## config.mk

```make
export PLATFORM = sky130hd
export DESIGN_NAME = i2c_master_transaction_sequencer_unit
export DESIGN_NICKNAME = d
export VERILOG_FILES = /design/src/sv/i2cmts_pkg.sv /design/src/sv/i2cmts_tx_buf.sv /design/src/sv/i2cmts_rx_buf.sv /design/src/sv/i2cmts_ctrl.sv /design/src/sv/i2c_master_transaction_sequencer_unit.sv
export SDC_FILE = /design/constraint.sdc
export NUM_CORES = 1
export LEC_CHECK = 0
export BUFFER_PORTS_ARGS = -buffer_cell sky130_fd_sc_hd__buf_2
export CAP_MARGIN = 10
export CORE_MARGIN = 2
export CORE_UTILIZATION = 60
export CTS_CLUSTER_DIAMETER = 150
export DETAILED_ROUTE_END_ITERATION = 12
export PLACE_DENSITY_LB_ADDON = 0.12
export SYNTH_ARGS = -nofsm -noshare
export SYNTH_HDL_FRONTEND = slang
export SYNTH_SLANG_ARGS = --single-unit
```

## constraint.sdc

```tcl
create_clock -name clk -period 10.1 [get_ports clk]
set_input_delay 2.02 -clock clk [delete_from_list [all_inputs] [get_ports clk]]
set_output_delay 2.02 -clock clk [all_outputs]
set_load 0.01 [all_outputs]
```

## src/sv/i2cmts_pkg.sv

```systemverilog
package i2cmts_pkg;

  localparam int TX_DEPTH = 16;
  localparam int RX_DEPTH = 16;
  localparam int TX_AW = (TX_DEPTH > 1) ? $clog2(TX_DEPTH) : 1;
  localparam int RX_AW = (RX_DEPTH > 1) ? $clog2(RX_DEPTH) : 1;

  localparam logic [4:0] CNT_MAX = 5'd31;

  // Master status codes of the bus controller.
  localparam logic [7:0] ST_START      = 8'h08;
  localparam logic [7:0] ST_RSTART     = 8'h10;
  localparam logic [7:0] ST_SLAW_ACK   = 8'h18;
  localparam logic [7:0] ST_SLAW_NACK  = 8'h20;
  localparam logic [7:0] ST_DATW_ACK   = 8'h28;
  localparam logic [7:0] ST_DATW_NACK  = 8'h30;
  localparam logic [7:0] ST_ARB_LOST   = 8'h38;
  localparam logic [7:0] ST_SLAR_ACK   = 8'h40;
  localparam logic [7:0] ST_SLAR_NACK  = 8'h48;
  localparam logic [7:0] ST_DATR_ACK   = 8'h50;
  localparam logic [7:0] ST_DATR_NACK  = 8'h58;

  localparam logic [7:0] ADDR_MASK = 8'b11111110;

  typedef enum logic [1:0] {
    FUNC_LOAD    = 2'd0,
    FUNC_START   = 2'd1,
    FUNC_STATUS  = 2'd2,
    FUNC_COLLECT = 2'd3
  } func_t;

  typedef enum logic [1:0] {
    LINK_IDLE   = 2'd0,
    LINK_BUSY   = 2'd1,
    LINK_FAILED = 2'd2,
    LINK_DATAV  = 2'd3
  } link_t;

  localparam logic [1:0] MODE_DUMMY = 2'd2;

  typedef struct packed {
    logic [1:0] func;
    logic [3:0] index;
    logic [7:0] byte_in;
    logic [6:0] target_addr;
    logic [1:0] mode;
    logic [4:0] tx_count;
    logic [4:0] rx_count;
    logic [7:0] status_code;
    logic       collect_last;
  } in_word_t;

  typedef struct packed {
    logic       accepted;
    logic       data_load;
    logic [7:0] data_out;
    logic       set_start;
    logic       set_stop;
    logic       set_ack;
    logic       clear_ack;
    logic [1:0] link_state;
    logic [7:0] read_byte;
    logic [6:0] read_addr;
  } out_word_t;

  typedef struct packed {
    logic             en;
    logic [TX_AW-1:0] addr;
    logic [7:0]       data;
  } tx_wr_t;

  typedef struct packed {
    logic             en;
    logic [RX_AW-1:0] addr;
    logic [7:0]       data;
  } rx_wr_t;

endpackage

```

## src/sv/i2cmts_tx_buf.sv

```systemverilog
module i2cmts_tx_buf (
  input  logic                      clk,
  input  i2cmts_pkg::tx_wr_t        wr,
  input  logic [i2cmts_pkg::TX_AW-1:0] rd_addr,
  output logic [7:0]                rd_data
);

  logic [7:0] store_r [i2cmts_pkg::TX_DEPTH];

  always_ff @(posedge clk) begin
    if (wr.en) begin
      store_r[wr.addr] <= wr.data;
    end
  end

  assign rd_data = store_r[rd_addr];

endmodule

```

## src/sv/i2cmts_rx_buf.sv

```systemverilog
module i2cmts_rx_buf (
  input  logic                      clk,
  input  logic                      rst_n,
  input  i2cmts_pkg::rx_wr_t        wr,
  input  logic [i2cmts_pkg::RX_AW-1:0] rd_addr,
  output logic [7:0]                rd_data
);

  logic [7:0] store_r [i2cmts_pkg::RX_DEPTH];

  always_ff @(posedge clk) begin
    if (!rst_n) begin
      for (int i = 0; i < i2cmts_pkg::RX_DEPTH; i++) begin
        store_r[i] <= 8'd0;
      end
    end else if (wr.en) begin
      store_r[wr.addr] <= wr.data;
    end
  end

  assign rd_data = store_r[rd_addr];

endmodule

```

## src/sv/i2cmts_ctrl.sv

```systemverilog
module i2cmts_ctrl (
  input  logic                         clk,
  input  logic                         rst_n,
  input  logic                         take,
  input  i2cmts_pkg::in_word_t         word,
  output i2cmts_pkg::out_word_t        result,
  output i2cmts_pkg::tx_wr_t           tx_wr,
  output logic [i2cmts_pkg::TX_AW-1:0] tx_rd_addr,
  input  logic [7:0]                   tx_rd_data,
  output i2cmts_pkg::rx_wr_t           rx_wr,
  output logic [i2cmts_pkg::RX_AW-1:0] rx_rd_addr,
  input  logic [7:0]                   rx_rd_data
);

  logic [4:0]        cnt_r, cnt_nxt;
  i2cmts_pkg::link_t link_r, link_nxt;
  logic [7:0]        abyte_r, abyte_nxt;
  logic [4:0]        tx_total_r, tx_total_nxt;
  logic [4:0]        rx_total_r, rx_total_nxt;
  logic              dummy_r, dummy_nxt;
  logic [6:0]        saddr_r, saddr_nxt;

  logic [4:0] cnt_up;
  logic [4:0] tx_cnt_sel;
  logic       tx_idx_ok;
  logic       rx_idx_ok;
  logic [i2cmts_pkg::RX_AW-1:0] rx_pos;

  assign cnt_up = (cnt_r == i2cmts_pkg::CNT_MAX) ? cnt_r : cnt_r + 5'd1;

  // A data-ACK event advances the counter before the next byte is looked up.
  assign tx_cnt_sel = (word.status_code == i2cmts_pkg::ST_DATW_ACK) ? cnt_up : cnt_r;
  assign tx_rd_addr = (int'(tx_cnt_sel) >= i2cmts_pkg::TX_DEPTH) ?
                      i2cmts_pkg::TX_AW'(i2cmts_pkg::TX_DEPTH - 1) :
                      i2cmts_pkg::TX_AW'(tx_cnt_sel);
  assign rx_pos     = (int'(cnt_r) >= i2cmts_pkg::RX_DEPTH) ?
                      i2cmts_pkg::RX_AW'(i2cmts_pkg::RX_DEPTH - 1) :
                      i2cmts_pkg::RX_AW'(cnt_r);
  assign rx_rd_addr = i2cmts_pkg::RX_AW'(word.index);
  assign tx_idx_ok  = int'(word.index) < i2cmts_pkg::TX_DEPTH;
  assign rx_idx_ok  = int'(word.index) < i2cmts_pkg::RX_DEPTH;

  always_comb begin
    cnt_nxt      = cnt_r;
    link_nxt     = link_r;
    abyte_nxt    = abyte_r;
    tx_total_nxt = tx_total_r;
    rx_total_nxt = rx_total_r;
    dummy_nxt    = dummy_r;
    saddr_nxt    = saddr_r;
    result       = '0;
    tx_wr        = '0;
    rx_wr        = '0;
    case (i2cmts_pkg::func_t'(word.func))
      i2cmts_pkg::FUNC_LOAD: begin
        tx_wr.en   = take && tx_idx_ok;
        tx_wr.addr = i2cmts_pkg::TX_AW'(word.index);
        tx_wr.data = word.byte_in;
      end
      i2cmts_pkg::FUNC_START: begin
        if (link_r != i2cmts_pkg::LINK_BUSY) begin
          saddr_nxt    = word.target_addr;
          abyte_nxt    = ({1'b0, word.target_addr} << 1) & i2cmts_pkg::ADDR_MASK
                         | {7'd0, word.mode[0]};
          tx_total_nxt = word.tx_count;
          rx_total_nxt = word.rx_count;
          dummy_nxt    = (word.mode == i2cmts_pkg::MODE_DUMMY);
          link_nxt     = i2cmts_pkg::LINK_BUSY;
          result.set_start = 1'b1;
          result.accepted  = 1'b1;
        end
      end
      i2cmts_pkg::FUNC_STATUS: begin
        case (word.status_code) inside
          i2cmts_pkg::ST_START, i2cmts_pkg::ST_RSTART: begin
            result.data_load = 1'b1;
            result.data_out  = abyte_r;
          end
          i2cmts_pkg::ST_SLAW_ACK: begin
            result.data_load = 1'b1;
            result.data_out  = tx_rd_data;
          end
          i2cmts_pkg::ST_SLAW_NACK, i2cmts_pkg::ST_SLAR_NACK: begin
            result.set_stop = 1'b1;
            link_nxt        = i2cmts_pkg::LINK_FAILED;
            cnt_nxt         = 5'd0;
          end
          i2cmts_pkg::ST_DATW_ACK: begin
            if (cnt_up >= tx_total_r) begin
              if (dummy_r) begin
                result.set_start = 1'b1;
                abyte_nxt        = abyte_r | 8'd1;
              end else begin
                result.set_stop = 1'b1;
                link_nxt        = i2cmts_pkg::LINK_IDLE;
              end
              cnt_nxt = 5'd0;
            end else begin
              cnt_nxt          = cnt_up;
              result.data_load = 1'b1;
              result.data_out  = tx_rd_data;
            end
          end
          i2cmts_pkg::ST_DATW_NACK: begin
            result.set_stop = 1'b1;
            link_nxt        = i2cmts_pkg::LINK_IDLE;
            cnt_nxt         = 5'd0;
          end
          i2cmts_pkg::ST_ARB_LOST: begin
            cnt_nxt = 5'd0;
          end
          i2cmts_pkg::ST_SLAR_ACK: begin
            result.set_ack = 1'b1;
          end
          i2cmts_pkg::ST_DATR_ACK: begin
            rx_wr.en   = take;
            rx_wr.addr = rx_pos;
            rx_wr.data = word.byte_in;
            cnt_nxt    = cnt_up;
            // NACK the next byte once only the last one is still to come.
            if (({1'b0, cnt_up} + 6'd1) >= {1'b0, rx_total_r}) begin
              result.clear_ack = 1'b1;
            end else begin
              result.set_ack = 1'b1;
            end
          end
          i2cmts_pkg::ST_DATR_NACK: begin
            rx_wr.en        = take;
            rx_wr.addr      = rx_pos;
            rx_wr.data      = word.byte_in;
            result.set_stop = 1'b1;
            link_nxt        = i2cmts_pkg::LINK_DATAV;
            cnt_nxt         = 5'd0;
          end
          default: begin
          end
        endcase
      end
      i2cmts_pkg::FUNC_COLLECT: begin
        if (link_r == i2cmts_pkg::LINK_DATAV && rx_idx_ok) begin
          result.read_byte = rx_rd_data;
          rx_wr.en   = take;
          rx_wr.addr = i2cmts_pkg::RX_AW'(word.index);
          rx_wr.data = 8'd0;
        end
        result.read_addr = saddr_r;
        if (word.collect_last) begin
          link_nxt  = i2cmts_pkg::LINK_IDLE;
          saddr_nxt = 7'd0;
        end
      end
      default: begin
      end
    endcase
    result.link_state = link_nxt;
  end

  always_ff @(posedge clk) begin
    if (!rst_n) begin
      cnt_r      <= 5'd0;
      link_r     <= i2cmts_pkg::LINK_IDLE;
      abyte_r    <= 8'd0;
      tx_total_r <= 5'd0;
      rx_total_r <= 5'd0;
      dummy_r    <= 1'b0;
      saddr_r    <= 7'd0;
    end else if (take) begin
      cnt_r      <= cnt_nxt;
      link_r     <= link_nxt;
      abyte_r    <= abyte_nxt;
      tx_total_r <= tx_total_nxt;
      rx_total_r <= rx_total_nxt;
      dummy_r    <= dummy_nxt;
      saddr_r    <= saddr_nxt;
    end
  end

endmodule

```

## src/sv/i2c_master_transaction_sequencer_unit.sv

```systemverilog
// I2C master transaction sequencer.
// The in_ channel carries one event word per transfer: load a transmit byte,
// start a transaction, report a bus controller status code, or collect a
// received byte. The out_ channel returns exactly one result word for every
// event: the byte to drive, the START/STOP/ACK commands, the link state and
// any collected byte with its transaction address.
// Both channels use valid/stall; a word moves on a clock edge where valid is
// high and stall is low. An event is decoded in the cycle it is accepted and
// its result is registered, so the result appears in the cycle after acceptance.
// One event per cycle is taken while the result register is free or being
// emptied in the same cycle; the single result register sets that rate.
// When the receiver stalls with a result pending, in_stall rises and the
// pending result holds until it is taken.
// Synchronous reset (rst_n low) empties the result register, sets the link
// idle, clears the counters, the address and the receive buffer. The
// transmit buffer is not cleared and must be loaded before it is sent.
module i2c_master_transaction_sequencer_unit (
  input  logic                  clk,
  input  logic                  rst_n,
  input  logic                  in_valid,
  output logic                  in_stall,
  input  i2cmts_pkg::in_word_t  in_data,
  output logic                  out_valid,
  input  logic                  out_stall,
  output i2cmts_pkg::out_word_t out_data
);

  logic                         take;
  logic                         out_valid_r, out_valid_nxt;
  i2cmts_pkg::out_word_t        out_data_r;
  i2cmts_pkg::out_word_t        result;
  i2cmts_pkg::tx_wr_t           tx_wr;
  i2cmts_pkg::rx_wr_t           rx_wr;
  logic [i2cmts_pkg::TX_AW-1:0] tx_rd_addr;
  logic [i2cmts_pkg::RX_AW-1:0] rx_rd_addr;
  logic [7:0]                   tx_rd_data;
  logic [7:0]                   rx_rd_data;

  assign in_stall = out_valid_r && out_stall;
  assign take     = in_valid && !in_stall;

  i2cmts_ctrl u_ctrl (
    .clk        (clk),
    .rst_n      (rst_n),
    .take       (take),
    .word       (in_data),
    .result     (result),
    .tx_wr      (tx_wr),
    .tx_rd_addr (tx_rd_addr),
    .tx_rd_data (tx_rd_data),
    .rx_wr      (rx_wr),
    .rx_rd_addr (rx_rd_addr),
    .rx_rd_data (rx_rd_data)
  );

  i2cmts_tx_buf u_tx_buf (
    .clk     (clk),
    .wr      (tx_wr),
    .rd_addr (tx_rd_addr),
    .rd_data (tx_rd_data)
  );

  i2cmts_rx_buf u_rx_buf (
    .clk     (clk),
    .rst_n   (rst_n),
    .wr      (rx_wr),
    .rd_addr (rx_rd_addr),
    .rd_data (rx_rd_data)
  );

  always_comb begin
    if (take) begin
      out_valid_nxt = 1'b1;
    end else if (out_stall) begin
      out_valid_nxt = out_valid_r;
    end else begin
      out_valid_nxt = 1'b0;
    end
  end

  always_ff @(posedge clk) begin
    if (!rst_n) begin
      out_valid_r <= 1'b0;
    end else begin
      out_valid_r <= out_valid_nxt;
    end
  end

  always_ff @(posedge clk) begin
    if (take) begin
      out_data_r <= result;
    end
  end

  assign out_valid = out_valid_r;
  assign out_data  = out_data_r;

endmodule
```

==> results.yml, run 1 <==
run_status:
  status: "complete, no violations"
cells_and_area:
  insertedDiodeCount: 0
  fin_cells: 1426
  area_growth_pct: 11.76
  drive_gt1_share_pct: 19.06
  fillers: 1686
  finalNetCount: 1145
synthesis:
  synth_area_leader_cell: "edfxtp_1"
  syn_area_um2: 14250
  synth.most_common_cell: "edfxtp_1"
  yosys_warnings: 0
  synthTopCellsByArea: "edfxtp_1 60%, mux4_2 8.5%, dfxtp_1 4.8%"
  synth-seq-area-share_pct: 65.24
  syn-instance-count: 1030
  avgSynthCellArea_um2: 13.84
  ys_top_cells_by_count: "287 x edfxtp_1, 103 x nor3_1, 84 x nand2_1"
  syn_nets: 1093
  synth_edf_count: 287
  synth.top_cell.area_share_pct: 60.47
  synthArstFlopShare_pct: 0
  synth_cell_types: 57
  synth_seq_cells: 321
  synth-main-ff-cell: "edfxtp_1"
hold_path:
  min_from: "u_ctrl.rx_total_r[3]$_SDFFE_PN0P_"
  hp-class: "register to register"
  hold_depth: 2
clock_network:
  clockBufferDepth: 3
  clk_latency_ns: 0.51
  htree_levels: 2
  holdBufCountCts: 0
  cts_sinks: 321
  post-cts-setup-buffers: 0
  cts_tree: "yes"
  cts_buffers: 34
  clk_pin_slew_worst_paths_ns: 0.06
  cts-resized-gates: 0
  clockRootBuffer: "clkbuf_16"
critical_path:
  rrSetupSlack_ns: 5.80
  critPathBufInv: 2
  critical-path-slowest-cell: "o21ai_0"
  cp-end-kind: "register"
  critPathKind: "input port to register"
  cp-startpoint: "out_stall"
  crit_path_start_kind: "input port"
  crit_family: "compound AO/OA/AOI/OAI gates"
  cp-endpoint: "u_rx_buf.store_r[14][5]$_SDFFCE_PN0P_"
  r2r_start: "u_ctrl.cnt_r[0]$_SDFFE_PN0P_"
  critPathMaxFanout: 37
  rr_endpoint: "out_data[24]$_SDFFCE_PN0N_"
  cpPeakStageDelay_ns: 1.12
  path_cells: "buf_2, and2_1, nand2b_1, inv_2, o211ai_1, a21oi_1, and2_1, nand2b_1, o21ai_0"
  r2r_cells: 13
  cp.arrival_ns: 5.57
  path_depth: 9
  required_ns: 10.23
floorplanning:
  fp.coreArea_um2: 23400
  ioPinCount: 79
  fp.dieArea_um2: 25000
  die_w_um: 158.1
  initial_core_util_pct: 60.90
  die_y_um: 158.1
  num_rows: 56
flow_run:
  drv_cap: 0
placed_design:
  place_ws_ns: 4.180
  numPortBuffers: 78
  gp_congestion: 0.9011
  dp_hpwl_um: 21250
  place_inst: 1364
power:
  power_density_nw_per_um2: 177.1
  totalPowerFinal_mw: 2.821
  vdd_drop_max_mv: 0.1528
  p_leak_nw: 5.407
drt:
  route.detailed.drc: 0
  viasPerCell: 6.298
  wl_per_cell_um: 22.96
  via_count: 8981
  firstDrtPassIters: 5
  wl_um: 32740
  drtAntennaViolNets: 0
  first_iter_violations: 964
timing:
  setup_tns_ns: 0
  max_freq_mhz: 183.7
  finalCriticalPeriod_ns: 5.442
  rsz0062_at_grt: "no"
  hold_viol: 0
  layout_setup_ws_ns: 4.658
  finalSetupViolations: 0
  finalClockSkew_ns: 0.02475
  worst_pin_slew_ns: 1.229
  drv_slew: 0
  post-route-period-util_pct: 53.88
  slew-limit-headroom_pct: 17.42
grt:
  antenna_found_initial: 2
  grt_first_pass_wirelength_um: 49950
  met2_usage_pct: 41.53
  gr-usage-met3_pct: 6.241
  grtUsageTotal_pct: 27.00
  grt_most_used_layer: "met2"
  grt_max_degree: 52
  grt_overflow: 0
  grt_util_met1_pct: 39.27
  grt_pass1_vias: 8554
## placed cells by master, fill, tap and decap left out, types with 9 or more instances in the layout
master     synthesis  layout
mux4_2            54      54
clkbuf_16          0      35
dfxtp_1           34      34
inv_1             18      18
nor2b_1           14      14
nand2_1           84      84
buf_2              6      79
nand2b_1          13      13
nor3_1           103     103
ha_1              17      17
a221oi_1          13      13
buf_4              0      13
o21ai_0           30      30
nand3_1           14      14
a21oi_1           22      22
a21boi_0          27      27
clkinv_2           0       9
and2_1            29      29
mux2i_1           23      22
edfxtp_1         287     287
nor2_1            75      75
## registers in the layout, indices dropped and copies added (netlist names)
name and count:
u_ctrl.saddr_r 7, u_ctrl.link_r 2, u_tx_buf.store_r 128, u_ctrl.dummy_r 1
out_valid 1, out_data 31, u_ctrl.abyte_r 8, u_ctrl.tx_total_r 5
u_ctrl.rx_total_r 5, u_ctrl.cnt_r 5, u_rx_buf.store_r 128
## where the power goes
group | switching [mW] | leakage [nW] | internal (mW)
sequential | 0.0101 | 3.28 | 1.47
combinational | 0.0742 | 1.59 | 0.0462
clock | 0.501 | 0.540 | 0.722
total | 0.585 | 5.41 | 2.24
## routing by layer
layer  wire length, µm  part of all wire [%]  vias to the layer above
met2             15290                    47                      447
met1             13610                    42                     4412
met3              3139                   9.6                       63
met5                33                  0.10                        -
met4               665                   2.0                        4
li1                  -                     -                     4055
## how the worst min path moves through the flow
stage	endpoint	slack, ns
after floorplan	u_ctrl.tx_total_r[1]$_SDFFE_PN0P_	0.44
after global placement	u_ctrl.tx_total_r[3]$_SDFFE_PN0P_	0.45
after detailed placement	u_ctrl.rx_total_r[3]$_SDFFE_PN0P_	0.46
after CTS	u_ctrl.rx_total_r[3]$_SDFFE_PN0P_	0.47
after global routing	u_ctrl.abyte_r[1]$_SDFFE_PN0P_	0.50
final	u_ctrl.rx_total_r[3]$_SDFFE_PN0P_	0.47
## tightest hold or removal path, stage by stage, from the launching register on
cell	delay, ns
dfxtp_1	0.31
nand2_1	0.05
a21boi_0	0.06
## logic make-up (layout without fill, tap and decap cells)
logic type / count (synthesis) / count (layout) / share of synthesized area [%]
and+or+nand+nor: 363 / 363 / 12.29
DFF: 321 / 321 / 65.24
AOI/OAI and AO/OA: 151 / 151 / 7.392
buffers and inverters: 95 / 172 / 2.818
muxes: 79 / 79 / 10.52
adders and majority gates: 17 / 17 / 1.492
xor gates and xnor gates: 4 / 4 / 0.2459
## metrics by stage
step                util, %  hold slack [ns]  area, µm²
floorplan                 -           0.4435      14250
global placement      63.36           0.4530      14830
detailed placement    63.36           0.4593      14830
CTS                   68.04           0.4675      15920
global route          68.07           0.4969      15930
finish                68.07           0.4650      15930
## cell type report
| cell class | count | area, µm² | area share, % |
|---|---|---|---|
| flip-flops and latches | 321 | 9299 | 58.38 |
| well taps | 319 | 399.1 | 2.506 |
| inverters | 19 | 71.32 | 0.4477 |
| multi-input cells | 614 | 4571 | 28.69 |
| clock inverters | 20 | 187.7 | 1.178 |
| repair buffers | 92 | 493.0 | 3.095 |
| clock buffers | 41 | 908.4 | 5.703 |
(Power assumes the default switching activity.)
==> run 2, diff against run 1 <==
--- a/config.mk
+++ b/config.mk
@@ -8,7 +8,7 @@
 export BUFFER_PORTS_ARGS = -buffer_cell sky130_fd_sc_hd__buf_2
 export CAP_MARGIN = 10
 export CORE_MARGIN = 2
-export CORE_UTILIZATION = 60
+export CORE_UTILIZATION = 55
 export CTS_CLUSTER_DIAMETER = 150
 export DETAILED_ROUTE_END_ITERATION = 12
 export PLACE_DENSITY_LB_ADDON = 0.12
==> constraint.sdc (replaced) <==
create_clock -name clk -period 4.8 [get_ports clk]
set_input_delay 0.96 -clock clk [delete_from_list [all_inputs] [get_ports clk]]
set_output_delay 0.96 -clock clk [all_outputs]
set_load 0.01 [all_outputs]
==> results.yml, run 2 (synthesis gave the netlist of run 1 again) <==
cells_and_area:
  area_growth_pct: 14.05
  drive_gt1_share_pct: 20.88
  fillers: 1889
  insertedDiodeCount: 0
  final_cell_mix: "287 x edfxtp_1, 103 x nor3_1, 84 x nand2_1"
  final_common_cell: "edfxtp_1"
  multi_input_area_um2: 4571
  finalNetCount: 1174
  seqCellArea_um2: 9299
grt:
  grt_max_degree: 51
  grtUsageTotal_pct: 25.25
  gr-usage-met3_pct: 4.847
  grt_overflow: 0
  grt_pass1_vias: 8658
  grt_first_pass_wirelength_um: 50770
  antenna_found_initial: 0
  grt_most_used_layer: "met2"
  met2_usage_pct: 38.17
  grt_util_met1_pct: 38.05
clock_network:
  cts_tree: "yes"
  clockRootBuffer: "clkbuf_16"
  clk_latency_ns: 0.50
  clockBufferDepth: 3
  clk_pin_slew_worst_paths_ns: 0.06
  post-cts-setup-buffers: 0
  cts-resized-gates: 0
  cts_buffers: 35
  holdBufCountCts: 0
  cts_sinks: 321
  htree_levels: 2
power:
  vdd_drop_max_mv: 0.2860
  totalPowerFinal_mw: 6.104
  p_leak_nw: 5.592
  power_density_nw_per_um2: 375.5
critical_path:
  path_cells: "ha_1, and3_1, nand2_1, xor2_1, inv_1, ha_1, nand2b_1, a211oi_1, o21bai_1, a211o_1, a2111oi_0, a22o_1, a221o_1"
  critPathMaxFanout: 13
  cp-end-kind: "register"
  crit_path_start_kind: "register"
  cp.arrival_ns: 4.52
  critical-path-slowest-cell: "a2111oi_0"
  critPathBufInv: 1
  critPathKind: "register to register"
  cpPeakStageDelay_ns: 0.72
  required_ns: 5.17
  crit_family: "compound AO/OA/AOI/OAI gates"
  cp_common_cell: "ha_1"
timing:
  setup_tns_ns: 0
  hold_viol: 0
  finalClockSkew_ns: 0.007303
  max_freq_mhz: 241.0
  rsz0062_at_grt: "no"
  finalCriticalPeriod_ns: 4.149
  slew-limit-headroom_pct: 28.17
  holdWs_ns: 0.4654
  finalSetupViolations: 0
  layout_setup_ws_ns: 0.6507
  post-route-period-util_pct: 86.44
  worst_pin_slew_ns: 1.074
  drv_slew: 0
run_status:
  status: "complete, no violations"
drt:
  first_iter_violations: 824
  drtAntennaViolNets: 0
  viasPerCell: 6.109
  route.detailed.drc: 0
  wl_per_cell_um: 22.74
  firstDrtPassIters: 5
  wl_um: 33320
  via_count: 8950
floorplanning:
  ioPinCount: 79
  fp.coreArea_um2: 25330
  fp.dieArea_um2: 27220
  die_y_um: 165.0
  num_rows: 58
  initial_core_util_pct: 56.27
  die_w_um: 165.0
placed_design:
  numPortBuffers: 78
  place_ws_ns: 0.7010
  gp_congestion: 0.8059
  dp_hpwl_um: 22090
hold_path:
  hp-class: "register to register"
flow_run:
  drv_cap: 0
-- run 2: cell count changes in the layout (fill, tap and decap cells not counted), sizes merged --
cell	previous run	this run
buf	92	120
clkbuf	41	45
clkinv	14	12
clkinvlp	2	0
bufinv	3	4
inv	20	19
-- run 2: final timing paths --
path	startpoint	to	slack [ns]	depth (start not counted)
setup / recovery	u_ctrl.cnt_r[0]$_SDFFE_PN0P_	out_data[26]$_SDFFCE_PN0N_	0.65	13
hold / removal	u_ctrl.tx_total_r[2]$_SDFFE_PN0P_	u_ctrl.tx_total_r[2]$_SDFFE_PN0P_	0.47	2
setup reg to reg	u_ctrl.cnt_r[0]$_SDFFE_PN0P_	out_data[26]$_SDFFCE_PN0N_	0.65	13
hold reg to reg	u_ctrl.tx_total_r[2]$_SDFFE_PN0P_	u_ctrl.tx_total_r[2]$_SDFFE_PN0P_	0.47	2
-- run 2: power breakdown --
part | internal, mW | total (mW) | leakage, nW | switching [mW]
Clock | 1.69 | 2.73 | 0.585 | 1.04
Sequential | 3.09 | 3.11 | 3.28 | 0.0174
Combinational | 0.106 | 0.267 | 1.73 | 0.162
-- run 2: final cells by class --
| class | instances | area share [%] |
|---|---|---|
| sequential | 321 | 57.21 |
| multi-input combinational | 614 | 28.12 |
| clock buffer | 45 | 6.204 |
| timing repair buffer | 120 | 4.418 |
| tap | 330 | 2.540 |
| clock inverter | 16 | 1.070 |
| inverter | 19 | 0.4388 |
-- run 2: routing by layer --
metal	vias up	wire, µm
met5	-	0
met4	0	582
met3	46	2728
met2	385	15260
met1	4409	14750
li1	4110	-
-- run 2: through the flow --
stage / area, µm² / cells / utilization (%)
after detailed placement: 15070 / 1404 / 59.51
after global routing: 16250 / 1465 / 64.18
after global placement: 15070 / 1404 / 59.51
after CTS: 16250 / 1465 / 64.18
final: 16250 / 1465 / 64.18
after floorplan: 14250 / 1030 / -
-- run 2: worst register-to-register path, cell delays in order (launching register included) --
cell       delay [ns]
dfxtp_1          0.58
ha_1             0.32
and3_1           0.29
nand2_1          0.15
xor2_1           0.28
inv_1            0.08
ha_1             0.26
nand2b_1         0.13
a211oi_1         0.25
o21bai_1         0.18
a211o_1          0.35
a2111oi_0        0.72
a22o_1           0.31
a221o_1          0.12
==> run 3, diff against run 2 <==
--- a/config.mk
+++ b/config.mk
@@ -5,7 +5,7 @@
 export SDC_FILE = /design/constraint.sdc
 export NUM_CORES = 1
 export LEC_CHECK = 0
-export BUFFER_PORTS_ARGS = -buffer_cell sky130_fd_sc_hd__buf_2
+export BUFFER_PORTS_ARGS = -buffer_cell sky130_fd_sc_hd__buf_4
 export CAP_MARGIN = 10
 export CORE_MARGIN = 2
 export CORE_UTILIZATION = 55
==> results.yml, run 3 (synthesis gave the netlist of run 1 again) <==
placed_design:
  gp_congestion: 0.8750
  numPortBuffers: 78
  dp_hpwl_um: 22390
timing:
  post-route-period-util_pct: 86.11
  rsz0062_at_grt: "no"
  finalCriticalPeriod_ns: 4.133
  finalClockSkew_ns: 0.01545
  worst_pin_slew_ns: 0.8912
  setup_tns_ns: 0
  finalSetupViolations: 0
  slew-limit-headroom_pct: 40.37
  drv_slew: 0
  hold_viol: 0
  max_freq_mhz: 241.9
grt:
  grt_overflow: 0
  grtUsageTotal_pct: 25.46
  antenna_found_initial: 1
  grt_max_degree: 52
  grt_first_pass_wirelength_um: 51080
  grt_pass1_vias: 8633
drt:
  via_count: 8985
  viasPerCell: 6.112
  route.detailed.drc: 0
  wl_um: 33340
  drtAntennaViolNets: 0
  firstDrtPassIters: 5
  first_iter_violations: 1059
  wl_per_cell_um: 22.68
floorplanning:
  num_rows: 58
  fp.dieArea_um2: 27220
  ioPinCount: 79
  fp.coreArea_um2: 25330
  initial_core_util_pct: 56.27
  die_y_um: 165.0
  die_w_um: 165.0
clock_network:
  post-cts-setup-buffers: 0
  clockRootBuffer: "clkbuf_16"
  cts_buffers: 34
  clk_pin_slew_worst_paths_ns: 0.06
  clk_latency_ns: 0.52
  htree_levels: 2
  holdBufCountCts: 0
  cts-resized-gates: 0
  cts_tree: "yes"
  cts_sinks: 321
  clockBufferDepth: 3
power:
  vdd_drop_max_mv: 0.3343
  power_density_nw_per_um2: 360.3
  p_leak_nw: 5.601
flow_run:
  drv_cap: 0
critical_path:
  cp-end-kind: "register"
  critPathKind: "register to register"
  required_ns: 5.17
  cp.arrival_ns: 4.51
  crit_path_start_kind: "register"
  critPathMaxFanout: 13
cells_and_area:
  utilization_pct: 64.62
  drive_gt1_share_pct: 21.07
  fillers: 1857
  final_cell_mix: "287 x edfxtp_1, 125 x buf_4, 103 x nor3_1"
  final_common_cell: "edfxtp_1"
  multi_input_area_um2: 4571
  area_growth_pct: 14.83
  seqCellArea_um2: 9299
  finalNetCount: 1178
hold_path:
  hp-class: "register to register"
run_status:
  status: "complete, no violations"
==> run 3: changes by cell type in the layout (fill, tap and decap cells not counted), moves of 2 or more <==
cell        delta
buf_4         +84
buf_2         -78
bufinv_16      -3
clkbuf_1       +3
clkinv_4       +3
clkinvlp_4     +3
clkbuf_16      -2
clkinv_1       -2
clkinv_2       -2
==> run 3: per-stage QoR <==
step / instance area (µm²) / hold slack (ns) / std cells / worst slack, ns / power (mW)
floorplan: 14250 / 0.4435 / 1030 / 0.9640 / 3.318
finish: 16370 / 0.4690 / 1470 / 0.6666 / 5.897
global placement: 15290 / 0.4558 / 1409 / 0.8649 / 3.447
detailed placement: 15290 / 0.4625 / 1409 / 0.7598 / 3.452
CTS: 16360 / 0.4714 / 1469 / 0.7318 / 5.935
global route: 16360 / 0.4994 / 1469 / 0.3965 / 6.070
==> run 3: area by class of cell <==
class / instances / share of cell area, %
flip-flops and latches: 321 / 56.82
multi-input cells: 614 / 27.93
clock buffers: 45 / 5.841
repair buffers: 125 / 5.734
well taps: 330 / 2.523
clock inverters: 15 / 0.7034
inverters: 19 / 0.4358
diodes: 1 / 0.01529
==> run 3: worst max-delay path, stage by stage, from the launching register on <==
cell,delay (ns)
dfxtp_1,0.57
ha_1,0.32
and3_1,0.31
nand2_1,0.17
xor2_1,0.29
inv_1,0.07
ha_1,0.26
nand2b_1,0.14
a211oi_1,0.23
o21bai_1,0.18
a211o_1,0.36
a2111oi_0,0.69
a22o_1,0.29
a221o_1,0.12
==> run 3: worst paths after layout <==
kind                                          start                                end  slack (ns)  cells after the start
hold / removal    u_ctrl.rx_total_r[4]$_SDFFE_PN0P_  u_ctrl.rx_total_r[4]$_SDFFE_PN0P_        0.47                      2
setup reg to reg       u_ctrl.cnt_r[0]$_SDFFE_PN0P_         out_data[22]$_SDFFCE_PN0N_        0.67                     13
hold reg to reg   u_ctrl.rx_total_r[4]$_SDFFE_PN0P_  u_ctrl.rx_total_r[4]$_SDFFE_PN0P_        0.47                      2
setup / recovery       u_ctrl.cnt_r[0]$_SDFFE_PN0P_         out_data[22]$_SDFFCE_PN0N_        0.67                     13
==> run 3: layer usage <==
layer	routed length, µm	up-vias	track usage, %	share of wire, %
met5	0	-	0	0
met4	549	0	6.285	1.6
met3	3008	40	4.822	9.0
met2	15560	396	39.35	47
met1	14210	4433	37.82	43
li1	-	4116	-	-
==> run 3: power breakdown <==
part	internal (mW)	leakage, nW	switching (mW)	total, mW
Sequential	3.09	3.28	0.0183	3.11
Clock	1.46	0.517	1.04	2.51
Combinational	0.124	1.81	0.162	0.286
